### src/rtl/compass_heading_atan2_assert.svh
// Assertion macros for the compass heading top level.
`ifndef COMPASS_HEADING_ATAN2_ASSERT_SVH
`define COMPASS_HEADING_ATAN2_ASSERT_SVH

`ifndef NO_ASSERTIONS

// Same-cycle implication, sampled on clk and off while arst_n is low.
`define CAH_ASSERT_IMP(lbl, ante, cons, msg) \
	lbl: assert property (@(posedge clk) disable iff (!arst_n) (ante) |-> (cons)) \
		else $error(msg);

// Next-cycle implication, sampled on clk and off while arst_n is low.
`define CAH_ASSERT_NEXT(lbl, ante, cons, msg) \
	lbl: assert property (@(posedge clk) disable iff (!arst_n) (ante) |=> (cons)) \
		else $error(msg);

`else

`define CAH_ASSERT_IMP(lbl, ante, cons, msg)
`define CAH_ASSERT_NEXT(lbl, ante, cons, msg)

`endif

`endif

### src/rtl/cah_pkg.sv
// Shared constants, types and the arctangent table of the compass heading block.
package cah_pkg;

	localparam int INPUT_BITS   = 20;
	localparam int ANGLE_BITS   = 16;
	localparam int HEADING_W    = 16;
	localparam int TURN_LOG     = 32;
	localparam int CORDIC_ITERS = 30;
	localparam int ITER_W       = $clog2(CORDIC_ITERS);

	// Magnitudes are normalized until the larger one has its top bit here.
	localparam int NORM_TOP = 30;
	localparam int NW       = NORM_TOP + 1;
	localparam int MSB_W    = $clog2(INPUT_BITS);
	localparam int SH_W     = $clog2(NORM_TOP + 1);

	// Datapath widths; the CORDIC gain keeps x and y below 2^33.
	localparam int CW    = NW + 4;
	localparam int ZW    = TURN_LOG + 2;
	localparam int TAB_W = 30;
	localparam int T_W   = TURN_LOG - 1;

	localparam logic [ANGLE_BITS-1:0] QUARTER_ANGLE = ANGLE_BITS'(1) << (ANGLE_BITS - 2);
	localparam logic [ANGLE_BITS-1:0] HALF_ANGLE    = ANGLE_BITS'(1) << (ANGLE_BITS - 1);
	localparam logic [ANGLE_BITS-1:0] THREEQ_ANGLE  = QUARTER_ANGLE + HALF_ANGLE;

	localparam logic [TURN_LOG-1:0] HALF_TURN  = TURN_LOG'(1) << (TURN_LOG - 1);
	localparam logic [TURN_LOG-1:0] ROUND_HALF = TURN_LOG'(1) << (TURN_LOG - ANGLE_BITS - 1);
	localparam logic [T_W-1:0]      T_MAX      = T_W'(1) << (TURN_LOG - 2);

	// atan(2^-i) in units of 2^-32 turn.
	localparam logic [TAB_W-1:0] ATAN_TAB [CORDIC_ITERS] = '{
		30'h20000000, 30'h12E4051E, 30'h09FB385B, 30'h051111D4, 30'h028B0D43,
		30'h0145D7E1, 30'h00A2F61E, 30'h00517C55, 30'h0028BE53, 30'h00145F2F,
		30'h000A2F98, 30'h000517CC, 30'h00028BE6, 30'h000145F3, 30'h0000A2FA,
		30'h0000517D, 30'h000028BE, 30'h0000145F, 30'h00000A30, 30'h00000518,
		30'h0000028C, 30'h00000146, 30'h000000A3, 30'h00000051, 30'h00000029,
		30'h00000014, 30'h0000000A, 30'h00000005, 30'h00000003, 30'h00000001
	};

	// Sideband that travels with each item along the chain.
	typedef struct packed {
		logic                  x_neg;
		logic                  y_neg;
		logic                  special;
		logic [ANGLE_BITS-1:0] spec_angle;
	} cah_tag_t;

	function automatic logic signed [ZW-1:0] atan_step(input logic [ITER_W-1:0] idx);
		logic [TAB_W-1:0] v;
		v = ATAN_TAB[idx];
		return $signed({{(ZW - TAB_W){1'b0}}, v});
	endfunction

endpackage

### src/rtl/cah_fin.sv
// Back end: clamp, quadrant placement, rounding and the output register.
module cah_fin (
	input  logic                              clk,
	input  logic                              arst_n,
	input  logic                              en,
	input  logic                              in_valid,
	input  cah_pkg::cah_tag_t                 in_tag,
	input  logic signed [cah_pkg::ZW-1:0]     in_z,
	output logic                              out_valid,
	output logic [cah_pkg::HEADING_W-1:0]     out_heading
);

	logic [cah_pkg::T_W-1:0]        t;
	logic [cah_pkg::TURN_LOG-1:0]   t32, a, r;
	logic [cah_pkg::ANGLE_BITS-1:0] angle;
	logic                           valid_s1;
	logic [cah_pkg::HEADING_W-1:0]  heading_s1;

	always_comb begin
		if (in_z[cah_pkg::ZW-1]) begin
			t = '0;
		end else if (in_z > $signed({{(cah_pkg::ZW - cah_pkg::T_W){1'b0}}, cah_pkg::T_MAX})) begin
			t = cah_pkg::T_MAX;
		end else begin
			t = in_z[cah_pkg::T_W-1:0];
		end
		t32 = cah_pkg::TURN_LOG'(t);

		case ({in_tag.x_neg, in_tag.y_neg})
			2'b00:   a = t32;
			2'b10:   a = cah_pkg::HALF_TURN - t32;
			2'b11:   a = cah_pkg::HALF_TURN + t32;
			default: a = '0 - t32;
		endcase

		// A carry out of the top bit is a full turn and wraps to zero.
		r = a + cah_pkg::ROUND_HALF;
		angle = in_tag.special ? in_tag.spec_angle
		                       : r[cah_pkg::TURN_LOG-1 -: cah_pkg::ANGLE_BITS];
	end

	always_ff @(posedge clk or negedge arst_n) begin
		if (!arst_n) begin
			valid_s1 <= 1'b0;
		end else if (en) begin
			valid_s1 <= in_valid;
		end
	end

	always_ff @(posedge clk) begin
		if (en) begin
			heading_s1 <= cah_pkg::HEADING_W'(angle);
		end
	end

	assign out_valid   = valid_s1;
	assign out_heading = heading_s1;

endmodule

### config.mk
export PLATFORM = sky130hd
export DESIGN_NAME = cah_fin
export DESIGN_NICKNAME = d
export VERILOG_FILES = /design/src/rtl/compass_heading_atan2_assert.svh /design/src/rtl/cah_pkg.sv /design/src/rtl/cah_fin.sv
export SDC_FILE = /design/constraint.sdc
export NUM_CORES = 1
export LEC_CHECK = 0
export BUFFER_PORTS_ARGS = -buffer_cell sky130_fd_sc_hd__buf_4
export CORE_MARGIN = 2
export CORE_UTILIZATION = 45
export DETAILED_ROUTE_END_ITERATION = 8
export MAX_ROUTING_LAYER = met4
export PLACE_DENSITY = 0.75
export SETUP_SLACK_MARGIN = 0.1
export SLEW_MARGIN = 20
export SYNTH_ARGS = -nofsm -noshare
export SYNTH_HDL_FRONTEND = slang
export SYNTH_SLANG_ARGS = --single-unit
### constraint.sdc
create_clock -name clk -period 2 [get_ports clk]
set_input_delay 0.3 -clock clk [delete_from_list [all_inputs] [get_ports clk]]
set_output_delay 0.3 -clock clk [all_outputs]
set_load 0.02 [all_outputs]
==> results.tsv <==
stage	metric	value	unit
timing	rsz0062_at_grt	true	
global_route	antenna_found_initial	0	
timing	slew_headroom	0.7334	
run	drv_cap	0	
clock_network	clockBufferDepth	2	
final_layout	diodes	0	
synth	synth_top_area_frac	0.2555	
hold_path	min-delay-path-class	primary input to register	
drt	ant_nets	0	
drt	first_pass_iters	5	
die	dieArea	4712	um2
timing	timing.setup.tns	-9915	ps
final_layout	final_nets	454	
die	die_height	68.65	um
clock_network	numCtsBuffers	3	
critical_path	r2r_start	out_valid	
global_route	grt_overflow	0	
placement	port_buffers	73	
clock_network	clock_sink_count	17	
drt	drt_wl_total	8138	um
synth	syn-instance-count	230	
critical_path	endpoint_kind	register	
timing	fin_ws	-820.1	ps
critical_path	r2r-end	out_valid	
clock_network	h-tree-depth	1	
critical_path	crit_chain	buf_4, nor4_4, nand3_2, buf_4, o41ai_2, mux2i_1, nand4_1, nor4_4, xnor2_1, mux2_2	
critical_path	crit_end	out_heading[12]	
critical_path	crit_arrival	2820	ps
timing	layout_min_cycle_time	2820	ps
synth	synth_fp_nets	290	
critical_path	crit_fanout	9	
synth	synth_compound_area_frac	0.2109	
critical_path	path_delay_family	simple AND/OR/NAND/NOR gates	
synth	avgSynthCellArea	8.176	um2
final_layout	drive_above_1_share	0.5852	
clock_network	clkTransAtPathRegs	70	ps
drt	wire_per_inst	18.37	um
synth	yosys-mux-area-fraction	0.04458	
placement	hpwl	5038	um
critical_path	cp.buffers_inverters	2	
timing	finalSetupViolCount	16	
synth	synthArstFlopShare	0.05882	
timing	hold_violations	0	
die	rows	23	
global_route	grt_pass1_wl	9749	um
final_layout	syn_to_final_growth	89.75	%
clock_network	cts_root_buf	clkbuf_8	
synth	synth_top_family_by_area	simple AND/OR/NAND/NOR gates	
critical_path	path_class	primary input to register	
placement	gp_congestion	0.9060	
die	start_util	0.4701	
synth	seq_area_frac_synth	0.2688	
synth	synthSimpleGateAreaFrac	0.3659	
synth	synth_fa_ha_area_frac	0.01996	
synth	synthXorXnorAreaFrac	0.06055	
global_route	grt_pass1_vias	2242	
power	powerDensity	365.2	nW/um2
timing	skew	0	ps
timing	period_share	1.410	
critical_path	r2r_setup_slack	1260	ps
drt	vias_per_cell	5.984	
critical_path	setup.worst_path.start	in_z[14]	
synth	ys_types	56	
placement	post-place-ws	-974.9	ps
synth	yosysMostFrequentCell	nand2_1	
final_layout	final_core_util	0.8921	
clock_network	clk_latency	260	ps
drt	post-route-drc-count	0	
synth	ys_ff_latch	17	
synth	syn_area	1881	um2
critical_path	worst_r2r_path_depth	1	
global_route	grt_usage	0.2838	
timing	slew_violations	0	
outcome	violations	setup timing	
drt	drt_iter0_drc	242	
critical_path	max_stage_delay	350	ps
die	die_x	68.65	um
clock_network	cts_tree	built	
synth	synth_area_leader_cell	edfxtp_1	
die	ios	74	
power	p_leak	1.598	nW
synth	netlist_top_cells_area	edfxtp_1 (26%), nand2_1 (7.4%), xor2_1 (4.7%)	
die	core	4000	um2
critical_path	cp-start-kind	primary input	
synth	yosys_warnings	0	
critical_path	slowest_stage	mux2i_1	
synth	yosys_most_used_dff	edfxtp_1	
timing	worst_pin_slew	393.6	ps
global_route	grt_max_degree	30	
timing	hold_ws	279.0	ps
critical_path	required	2000	ps
timing	fmax	0.3546	GHz
drt	vias	2651	
power	max-vdd-ir-drop	0.2208	mV
critical_path	worst-path-stages	10	
power	finalPower	1.303	mW
outcome	status	complete, but fails checks	
synth	synthTopCellsByCount	nand2_1 (37), edfxtp_1 (16), nor2_1 (15), nor3_1 (15)	
synth	synth_edf_count	16	
-- how the worst min path moves through the flow --
stage,endpoint,startpoint,depth (start not counted),slack (ps)
finish,out_valid,in_valid,2,280
floorplan,out_valid,arst_n,0,4
detailed placement,out_valid,arst_n,1,80
CTS,out_valid,in_valid,2,290
global placement,out_valid,arst_n,1,70
global route,out_valid,in_valid,2,290
-- metrics by stage --
| step | area (um2) | cells |
|---|---|---|
| 6_report | 3568 | 443 |
| 5_1_grt | 3568 | 443 |
| 4_1_cts | 3361 | 434 |
| 3_5_place_dp | 3169 | 425 |
| 3_3_place_gp | 3169 | 425 |
| 2_1_floorplan | 2003 | 230 |
-- placed cells by master (no fill, tap or decap), types with 3 or more instances in the layout --
cell type    n
a21oi_1      5
and3_1       3
and4_1       3
buf_4      156
buf_6       10
clkbuf_8     3
edfxtp_1    16
inv_1        5
mux2_2       3
mux2i_1      5
nand2_1     33
nand3_1      7
nand3_2      3
nand4_1      7
nor2_1      10
nor2_2       4
nor3_1       9
nor3_2       4
nor4_4       9
o21a_1       3
o21ai_0      6
o21ai_1     11
o31ai_1      3
o31ai_2      3
or3_1        4
xor2_1      10
-- layout make-up --
type / instances / area [um2]
inverter: 6 / 22.52
tap: 50 / 62.56
multi-input combinational: 199 / 1638
clock buffer: 3 / 41.29
clock inverter: 1 / 5.005
fill: 188 / 431.7
timing repair buffer: 167 / 1294
sequential: 17 / 505.5
-- kinds of logic after synthesis --
group	after synthesis
AO/OA/AOI/OAI	54
XOR/XNOR	13
adder cells (fa/ha/maj)	3
buffers and inverters	14
flip-flops	17
multiplexers	8
AND/OR/NAND/NOR	121
-- layer usage --
| layer | part of all wire | track usage | up-vias | wire, um |
|---|---|---|---|---|
| li1 | - | - | 1208 | - |
| met1 | 0.37 | 0.3233 | 1228 | 3048 |
| met2 | 0.50 | 0.4928 | 168 | 4065 |
| met3 | 0.073 | 0.03734 | 47 | 596 |
| met4 | 0.053 | 0.1300 | 0 | 428 |
| met5 | 0 | - | - | 0 |
-- state kept, by name (all words and copies together), names as in the netlist --
| register | flops |
|---|---|
| out_heading | 16 |
| out_valid | 1 |
-- timing repair --
action	4_1_cts	5_1_grt
setup buffers	4	10
pin swaps	18	12
gates resized for setup	22	28
hold endpoints to repair	1	0
endpoints found under the setup margin	16	16
hold buffers	1	0
-- report_power, final --
part	internal [mW]	switching (mW)	total, mW	leakage (nW)
Clock	0.138	0.120	0.258	0.0255
Sequential	0.424	0.00929	0.434	0.166
Combinational	0.306	0.305	0.611	1.41
Total	0.869	0.434	1.30	1.60
No activity file was read; power rests on OpenSTA's default activity.
