[config.mk]
export PLATFORM = sky130hd
export DESIGN_NAME = cah_norm
export DESIGN_NICKNAME = d
export VERILOG_FILES = /design/src/rtl/compass_heading_atan2_assert.svh /design/src/rtl/cah_pkg.sv /design/src/rtl/cah_norm.sv
export SDC_FILE = /design/constraint.sdc
export NUM_CORES = 1
export LEC_CHECK = 0
export BUFFER_PORTS_ARGS = -buffer_cell sky130_fd_sc_hd__buf_2
export CAP_MARGIN = 25
export CORE_MARGIN = 1
export CORE_UTILIZATION = 52
export CTS_BUF_LIST = sky130_fd_sc_hd__clkbuf_8 sky130_fd_sc_hd__clkbuf_16
export CTS_CLUSTER_DIAMETER = 100
export CTS_CLUSTER_SIZE = 25
export DETAILED_ROUTE_END_ITERATION = 10
export PLACE_DENSITY = 0.84
export RECOVER_POWER = 100
export SYNTH_ARGS = -nofsm -noshare
export SYNTH_HDL_FRONTEND = slang
export SYNTH_SLANG_ARGS = --single-unit
[constraint.sdc]
create_clock -name clk -period 2.1 [get_ports clk]
set_input_delay 0.42 -clock clk [delete_from_list [all_inputs] [get_ports clk]]
set_output_delay 0.42 -clock clk [all_outputs]
set_load 0.01 [all_outputs]
[src/rtl/compass_heading_atan2_assert.svh]
// Assertion macros for the compass heading top level.
`ifndef COMPASS_HEADING_ATAN2_ASSERT_SVH
`define COMPASS_HEADING_ATAN2_ASSERT_SVH

`ifndef NO_ASSERTIONS

// Same-cycle implication, sampled on clk and off while arst_n is low.
`define CAH_ASSERT_IMP(lbl, ante, cons, msg) \
	lbl: assert property (@(posedge clk) disable iff (!arst_n) (ante) |-> (cons)) \
		else $error(msg);

// Next-cycle implication, sampled on clk and off while arst_n is low.
`define CAH_ASSERT_NEXT(lbl, ante, cons, msg) \
	lbl: assert property (@(posedge clk) disable iff (!arst_n) (ante) |=> (cons)) \
		else $error(msg);

`else

`define CAH_ASSERT_IMP(lbl, ante, cons, msg)
`define CAH_ASSERT_NEXT(lbl, ante, cons, msg)

`endif

`endif

[src/rtl/cah_pkg.sv]
// Shared constants, types and the arctangent table of the compass heading block.
package cah_pkg;

	localparam int INPUT_BITS   = 20;
	localparam int ANGLE_BITS   = 16;
	localparam int HEADING_W    = 16;
	localparam int TURN_LOG     = 32;
	localparam int CORDIC_ITERS = 30;
	localparam int ITER_W       = $clog2(CORDIC_ITERS);

	// Magnitudes are normalized until the larger one has its top bit here.
	localparam int NORM_TOP = 30;
	localparam int NW       = NORM_TOP + 1;
	localparam int MSB_W    = $clog2(INPUT_BITS);
	localparam int SH_W     = $clog2(NORM_TOP + 1);

	// Datapath widths; the CORDIC gain keeps x and y below 2^33.
	localparam int CW    = NW + 4;
	localparam int ZW    = TURN_LOG + 2;
	localparam int TAB_W = 30;
	localparam int T_W   = TURN_LOG - 1;

	localparam logic [ANGLE_BITS-1:0] QUARTER_ANGLE = ANGLE_BITS'(1) << (ANGLE_BITS - 2);
	localparam logic [ANGLE_BITS-1:0] HALF_ANGLE    = ANGLE_BITS'(1) << (ANGLE_BITS - 1);
	localparam logic [ANGLE_BITS-1:0] THREEQ_ANGLE  = QUARTER_ANGLE + HALF_ANGLE;

	localparam logic [TURN_LOG-1:0] HALF_TURN  = TURN_LOG'(1) << (TURN_LOG - 1);
	localparam logic [TURN_LOG-1:0] ROUND_HALF = TURN_LOG'(1) << (TURN_LOG - ANGLE_BITS - 1);
	localparam logic [T_W-1:0]      T_MAX      = T_W'(1) << (TURN_LOG - 2);

	// atan(2^-i) in units of 2^-32 turn.
	localparam logic [TAB_W-1:0] ATAN_TAB [CORDIC_ITERS] = '{
		30'h20000000, 30'h12E4051E, 30'h09FB385B, 30'h051111D4, 30'h028B0D43,
		30'h0145D7E1, 30'h00A2F61E, 30'h00517C55, 30'h0028BE53, 30'h00145F2F,
		30'h000A2F98, 30'h000517CC, 30'h00028BE6, 30'h000145F3, 30'h0000A2FA,
		30'h0000517D, 30'h000028BE, 30'h0000145F, 30'h00000A30, 30'h00000518,
		30'h0000028C, 30'h00000146, 30'h000000A3, 30'h00000051, 30'h00000029,
		30'h00000014, 30'h0000000A, 30'h00000005, 30'h00000003, 30'h00000001
	};

	// Sideband that travels with each item along the chain.
	typedef struct packed {
		logic                  x_neg;
		logic                  y_neg;
		logic                  special;
		logic [ANGLE_BITS-1:0] spec_angle;
	} cah_tag_t;

	function automatic logic signed [ZW-1:0] atan_step(input logic [ITER_W-1:0] idx);
		logic [TAB_W-1:0] v;
		v = ATAN_TAB[idx];
		return $signed({{(ZW - TAB_W){1'b0}}, v});
	endfunction

endpackage

[src/rtl/cah_norm.sv]
// Front end: magnitudes, special cases and normalization ahead of the CORDIC chain.
module cah_norm (
	input  logic                                   clk,
	input  logic                                   arst_n,
	input  logic                                   en,
	input  logic                                   in_valid,
	input  logic signed [cah_pkg::INPUT_BITS-1:0]  mag_x,
	input  logic signed [cah_pkg::INPUT_BITS-1:0]  mag_y,
	output logic                                   out_valid,
	output cah_pkg::cah_tag_t                      out_tag,
	output logic signed [cah_pkg::CW-1:0]          out_cx,
	output logic signed [cah_pkg::CW-1:0]          out_cy
);

	logic                               x_neg, y_neg, x_zero, y_zero;
	logic [cah_pkg::INPUT_BITS-1:0]     ax, ay;
	cah_pkg::cah_tag_t                  tag_d;

	logic                               valid_s1, valid_s2, valid_s3;
	cah_pkg::cah_tag_t                  tag_s1, tag_s2, tag_s3;
	logic [cah_pkg::INPUT_BITS-1:0]     ax_s1, ay_s1, ax_s2, ay_s2;
	logic [cah_pkg::MSB_W-1:0]          msb;
	logic [cah_pkg::SH_W-1:0]           sh_d, sh_s2;
	logic [cah_pkg::NW-1:0]             nx_s3, ny_s3;
	logic [cah_pkg::INPUT_BITS-1:0]     or_mag;

	always_comb begin
		x_neg  = mag_x[cah_pkg::INPUT_BITS-1];
		y_neg  = mag_y[cah_pkg::INPUT_BITS-1];
		x_zero = (mag_x == '0);
		y_zero = (mag_y == '0);
		ax     = x_neg ? (~mag_x + 1'b1) : mag_x;
		ay     = y_neg ? (~mag_y + 1'b1) : mag_y;

		tag_d.x_neg   = x_neg;
		tag_d.y_neg   = y_neg;
		tag_d.special = x_zero || y_zero;
		// Zero x gives QUARTER for y > 0, else THREEQ; zero y takes its side from x's sign.
		if (x_zero) begin
			tag_d.spec_angle = (!y_neg && !y_zero) ? cah_pkg::QUARTER_ANGLE
			                                        : cah_pkg::THREEQ_ANGLE;
		end else begin
			tag_d.spec_angle = x_neg ? cah_pkg::HALF_ANGLE : '0;
		end
	end

	// The top bit of the larger magnitude is the top bit of the OR of both.
	always_comb begin
		or_mag = ax_s1 | ay_s1;
		msb    = '0;
		for (int i = 0; i < cah_pkg::INPUT_BITS; i++) begin
			if (or_mag[i]) begin
				msb = cah_pkg::MSB_W'(i);
			end
		end
		sh_d = cah_pkg::SH_W'(cah_pkg::NORM_TOP) - cah_pkg::SH_W'(msb);
	end

	always_ff @(posedge clk or negedge arst_n) begin
		if (!arst_n) begin
			valid_s1 <= 1'b0;
			valid_s2 <= 1'b0;
			valid_s3 <= 1'b0;
		end else if (en) begin
			valid_s1 <= in_valid;
			valid_s2 <= valid_s1;
			valid_s3 <= valid_s2;
		end
	end

	always_ff @(posedge clk) begin
		if (en) begin
			tag_s1 <= tag_d;
			ax_s1  <= ax;
			ay_s1  <= ay;
			tag_s2 <= tag_s1;
			ax_s2  <= ax_s1;
			ay_s2  <= ay_s1;
			sh_s2  <= sh_d;
			tag_s3 <= tag_s2;
			nx_s3  <= cah_pkg::NW'(ax_s2) << sh_s2;
			ny_s3  <= cah_pkg::NW'(ay_s2) << sh_s2;
		end
	end

	assign out_valid = valid_s3;
	assign out_tag   = tag_s3;
	assign out_cx    = $signed({{(cah_pkg::CW - cah_pkg::NW){1'b0}}, nx_s3});
	assign out_cy    = $signed({{(cah_pkg::CW - cah_pkg::NW){1'b0}}, ny_s3});

endmodule

==> results.md <==
Status:
- The flow ran to the end, but the final reports show violations.
- The checks that failed: negative setup slack.

Synth:
- The leading register cell type out of synthesis is sky130_fd_sc_hd__edfxtp_1.
- The async set-or-reset flop fraction in the synthesized netlist is 0.01818.
- In the post-synthesis netlist, the biggest area contributors are sky130_fd_sc_hd__edfxtp_1 (57%), sky130_fd_sc_hd__mux2i_1 (7.2%), sky130_fd_sc_hd__mux4_2 (4.8%), sky130_fd_sc_hd__xnor2_1 (3.6%), sky130_fd_sc_hd__nand2_1 (3.0%).
- The mean instance size in the synthesized netlist is 12.83 um^2.
- The share of synthesized area in the top cell type comes to 0.5728.
- sky130_fd_sc_hd__edfxtp_1 is the most common cell in the netlist.
- Counting flops with a built-in enable in the synthesized netlist gives 162.
- In the synthesized netlist, the number of instances is 662.
- The commonest cells after synthesis are sky130_fd_sc_hd__edfxtp_1 (162), sky130_fd_sc_hd__nand2_1 (69), sky130_fd_sc_hd__mux2i_1 (61).
- The share of the Yosys chip area taken by registers is 0.5816.
- The number of warnings issued by yosys is 0.
- The number of distinct library cells after synthesis is 54.
- The largest area contributor in the netlist is sky130_fd_sc_hd__edfxtp_1.
- The cell area after synthesis is 8493 um^2.
- The register bit total from synthesis is 165.

Global routing:
- The initial antenna violation count is 0.
- The via count of the first global-routing pass was 5606.
- The total track usage is 0.2227.
- The global-route wire length before repair is 28.30 mm.
- The total congestion overflow is 0.
- The maximum number of pins on one net before global-route repair is 94.

STA:
- The final-report setup violation count is 4.
- At the pin with the least slew margin, the transition time is 1.086 ns.
- The time the worst path needs with I/O delays and setup is 2.111 ns.
- The worst pin sits at a relative slew slack of 0.2759.
- The number of pins exceeding their max-slew limit in the final report is 0.
- On the final layout, the worst hold slack is 0.2216 ns.
- The share of the clock period used by the worst path is 1.005.
- In the final timing run, aggregate negative setup slack is -0.02825 ns.
- Once routing completed, OpenROAD measured the worst setup slack at -0.01133 ns.
- The number of failing hold endpoints at the final stage is 0.
- Setup repair after global routing could not meet its margin everywhere.
- The highest clock frequency the design can meet is 0.4736 GHz.
- The clock arrives with 0.007143 ns of skew.

Placed design:
- The instance count after placement with tap cells included is 1044.
- The detailed placement HPWL is 13.31 mm.
- The final weighted congestion in routability-driven placement is 0.9256.
- The number of buffers inserted by port buffering is 111.
- The pre-CTS setup slack is -0.1229 ns.

Setup path:
- The largest fanout on the critical path is 6.
- The worst register-to-register path ends at ny_s3[21].
- STA classifies the critical path endpoint as a flip-flop.
- The launching element of the worst setup path is sh_s2[0].
- The origin of the critical flop-to-flop path is sh_s2[0].
- STA puts the critical path data arrival time at 2.28 ns.
- Data on the critical path is required at its endpoint by 2.27 ns.
- In this design, the stage delay of the slowest critical-path cell is 0.55 ns.
- Among all stages on the critical path, the largest delay is contributed by sky130_fd_sc_hd__mux4_2.
- The worst register-to-register path has a setup slack of -0.01 ns.
- For the worst flop-to-flop path, the logic depth is 8.
- The worst setup path is of the reg2reg kind.
- Among the stages of the critical path, the cell type that occurs most often is sky130_fd_sc_hd__buf_6.
- The worst setup path is launched from a flip-flop.
- The signal on the critical path passes through buf_6, buf_6, mux4_2, nand2_1, o21ai_0, clkbuf_1, a21oi_2, o22ai_1.

Floorplanning:
- The floorplan has 46 rows.
- The floorplan step set the die height to 129.8 um.
- The total area inside the core boundary comes to 15940 um^2.
- The initial standard-cell utilization of the core is 0.5327.
- The overall die area is 16850 um^2.
- The number of top-level pins is 134.
- The width of the chip is 129.8 um.

CTS:
- The total clock buffers created by CTS is 17.
- For this design, the sink count on the clock tree is 165.
- The tree is rooted in a sky130_fd_sc_hd__clkbuf_16.
- The clock slew at the register clock pins of the worst setup and hold paths is 0.07 ns.
- The number of buffers on the longest clock path is 2.
- The H-tree generated during clock tree synthesis spans 4 levels.
- For the worst-skew pair, the clock arrives at the later sink with an insertion delay of 0.43 ns.
- The CTS tree is yes.

Routing:
- Once detail routing completed, the nets flagged for antenna violations numbered 0.
- The first detailed-routing pass ran for 5 iterations.
- The via count is 5997.
- The wire length reported by the detailed router is 18.53 mm.
- The detail-routed via count per cell is 5.553.
- In the final routed layout, each cell accounts on average for 17.15 um.
- The number of violations reported at the end of detailed-routing iteration 0 is 483.
- For this run, design rule violations remaining after detail routing come to 0.

Hold path:
- The path with the worst hold slack has its endpoint at valid_s1.
- The worst hold path stage count is 2.
- The startpoint identified for the worst hold timing path is in_valid.
- The worst hold path class is in2reg.

Power and ir drop:
- The internal power is 6561 uW.
- For this design the ratio of total power to cell area is 850.2 nW/um^2.
- The worst vdd rail ir drop is 0.0006175 V.
- The share of total power in the clock network is 0.353.
- The static leakage is 0.003933 uW.
- Of the total power, registers draw 0.460.
- The combinational power share is 0.187.
- Of the total power, the share spent switching nets is 0.2734.
- The analysis attributes to net switching a power of 2469 uW.

Layout:
- The repair_antennas step left the layout with diodes totalling 0.
- At the end of the flow the core is filled with cells to 0.6661.
- The finished layout holds 1080 standard cells, fillers aside.
- The layout overhead on the synthesized area is 25.04%.
- In the final layout, the share of cells above drive strength 1 is 0.2859.
- After the last flow step, the layout net total stands at 898.

Job:
- The number of maximum-capacitance constraint violations is 0.
[registers in the layout, indices dropped and copies added (netlist names)]
name       count
nx_s3         31
sh_s2          5
ay_s2         20
ay_s1         20
tag_s1         5
ax_s2         20
out_tag        5
ny_s3         31
ax_s1         20
valid_s2       1
out_valid      1
tag_s2         5
valid_s1       1
[critical path: cells and delay by family (launching register included)]
kind,cells,cell delay (ns)
AOI/OAI and AO/OA,3,0.39
buffers and inverters,3,0.44
DFF,1,0.39
muxes,1,0.55
and+or+nand+nor,1,0.09
[area by class of cell]
class                           instances  area (um^2)
Fill cell                            1193         5323
Multi-Input combinational cell        451         3516
Clock inverter                         15        191.4
Tap cell                              216        270.3
Sequential cell                       165         4940
Clock buffer                           17        425.4
Timing Repair Buffer                  208         1247
Inverter                                8        30.03
[kinds of logic (layout without fill, tap and decap cells)]
group | count (synthesis) | in the layout | share of synthesized area
AOI/OAI and AO/OA | 114 | 114 | 0.08972
xor gates and xnor gates | 35 | 35 | 0.03609
adders and majority gates | 3 | 3 | 0.004420
buffers and inverters | 67 | 248 | 0.04287
DFF | 165 | 165 | 0.5816
muxes | 94 | 94 | 0.1395
other | 1 | 22 | 0.0004415
and+or+nand+nor | 183 | 183 | 0.1053
[layout by cell type, fill, tap and decap left out, types with 5 or more instances in the layout]
cell type	synthesis	final
sky130_fd_sc_hd__a211oi_1	10	9
sky130_fd_sc_hd__a21oi_1	17	10
sky130_fd_sc_hd__a21oi_2	0	5
sky130_fd_sc_hd__and2_1	6	6
sky130_fd_sc_hd__buf_2	3	37
sky130_fd_sc_hd__buf_4	27	61
sky130_fd_sc_hd__buf_6	1	8
sky130_fd_sc_hd__clkbuf_1	24	85
sky130_fd_sc_hd__clkbuf_16	0	17
sky130_fd_sc_hd__clkbuf_4	0	9
sky130_fd_sc_hd__conb_1	1	22
sky130_fd_sc_hd__edfxtp_1	162	162
sky130_fd_sc_hd__inv_1	7	6
sky130_fd_sc_hd__inv_6	0	5
sky130_fd_sc_hd__mux2_2	15	10
sky130_fd_sc_hd__mux2_4	0	5
sky130_fd_sc_hd__mux2i_1	61	41
sky130_fd_sc_hd__mux2i_2	0	17
sky130_fd_sc_hd__mux4_2	18	18
sky130_fd_sc_hd__nand2_1	69	66
sky130_fd_sc_hd__nand2b_1	8	8
sky130_fd_sc_hd__nand3_1	5	5
sky130_fd_sc_hd__nor2_1	52	45
sky130_fd_sc_hd__nor2_2	0	6
sky130_fd_sc_hd__nor2b_1	9	8
sky130_fd_sc_hd__nor4_1	8	6
sky130_fd_sc_hd__o21ai_0	31	23
sky130_fd_sc_hd__o21ai_1	0	8
sky130_fd_sc_hd__o22ai_1	16	13
sky130_fd_sc_hd__o31ai_1	9	9
sky130_fd_sc_hd__o41ai_1	6	7
sky130_fd_sc_hd__or3_1	6	5
sky130_fd_sc_hd__or4_1	3	7
sky130_fd_sc_hd__xnor2_1	35	35
[stage by stage]
stage	instance area [um^2]	power, uW
5_1_grt	10620	9368
6_report	10620	9029
3_5_place_dp	9856	5773
4_1_cts	10590	8998
2_1_floorplan	8572	5074
3_3_place_gp	9856	5726
[what timing repair did]
item | in CTS | in global routing
endpoints found under the hold margin | 3 | 0
resized for setup | 20 | 68
gates cloned | 1 | 1
pin swaps | 2 | 16
endpoints found under the setup margin | 16 | 40
hold buffers | 1 | 0
setup buffers | 0 | 1
[how the worst max path moves through the flow]
stage                end  cells after the start  slack (ns)
2_1_floorplan  ax_s1[17]                      4        0.12
3_3_place_gp   ay_s1[19]                      6       -0.09
3_5_place_dp   ay_s1[19]                      6       -0.12
4_1_cts        nx_s3[29]                      8       -0.01
5_1_grt        ny_s3[19]                      9       -0.09
6_report       ny_s3[21]                      8       -0.01
[routing by layer]
metal	part of all wire	track usage
met2	0.48	0.3611
met3	0.052	0.04961
met1	0.43	0.2799
met5	0	0
met4	0.039	0.1204
[power groups by stage]
stage	Clock [uW]	Combinational, uW	Sequential, uW
floorplan	0	840	4230
global placement	0	1530	4200
detailed placement	0	1560	4210
CTS	3230	1620	4150
global route	3360	1820	4190
finish	3190	1690	4160
(Power assumes the default switching activity.)
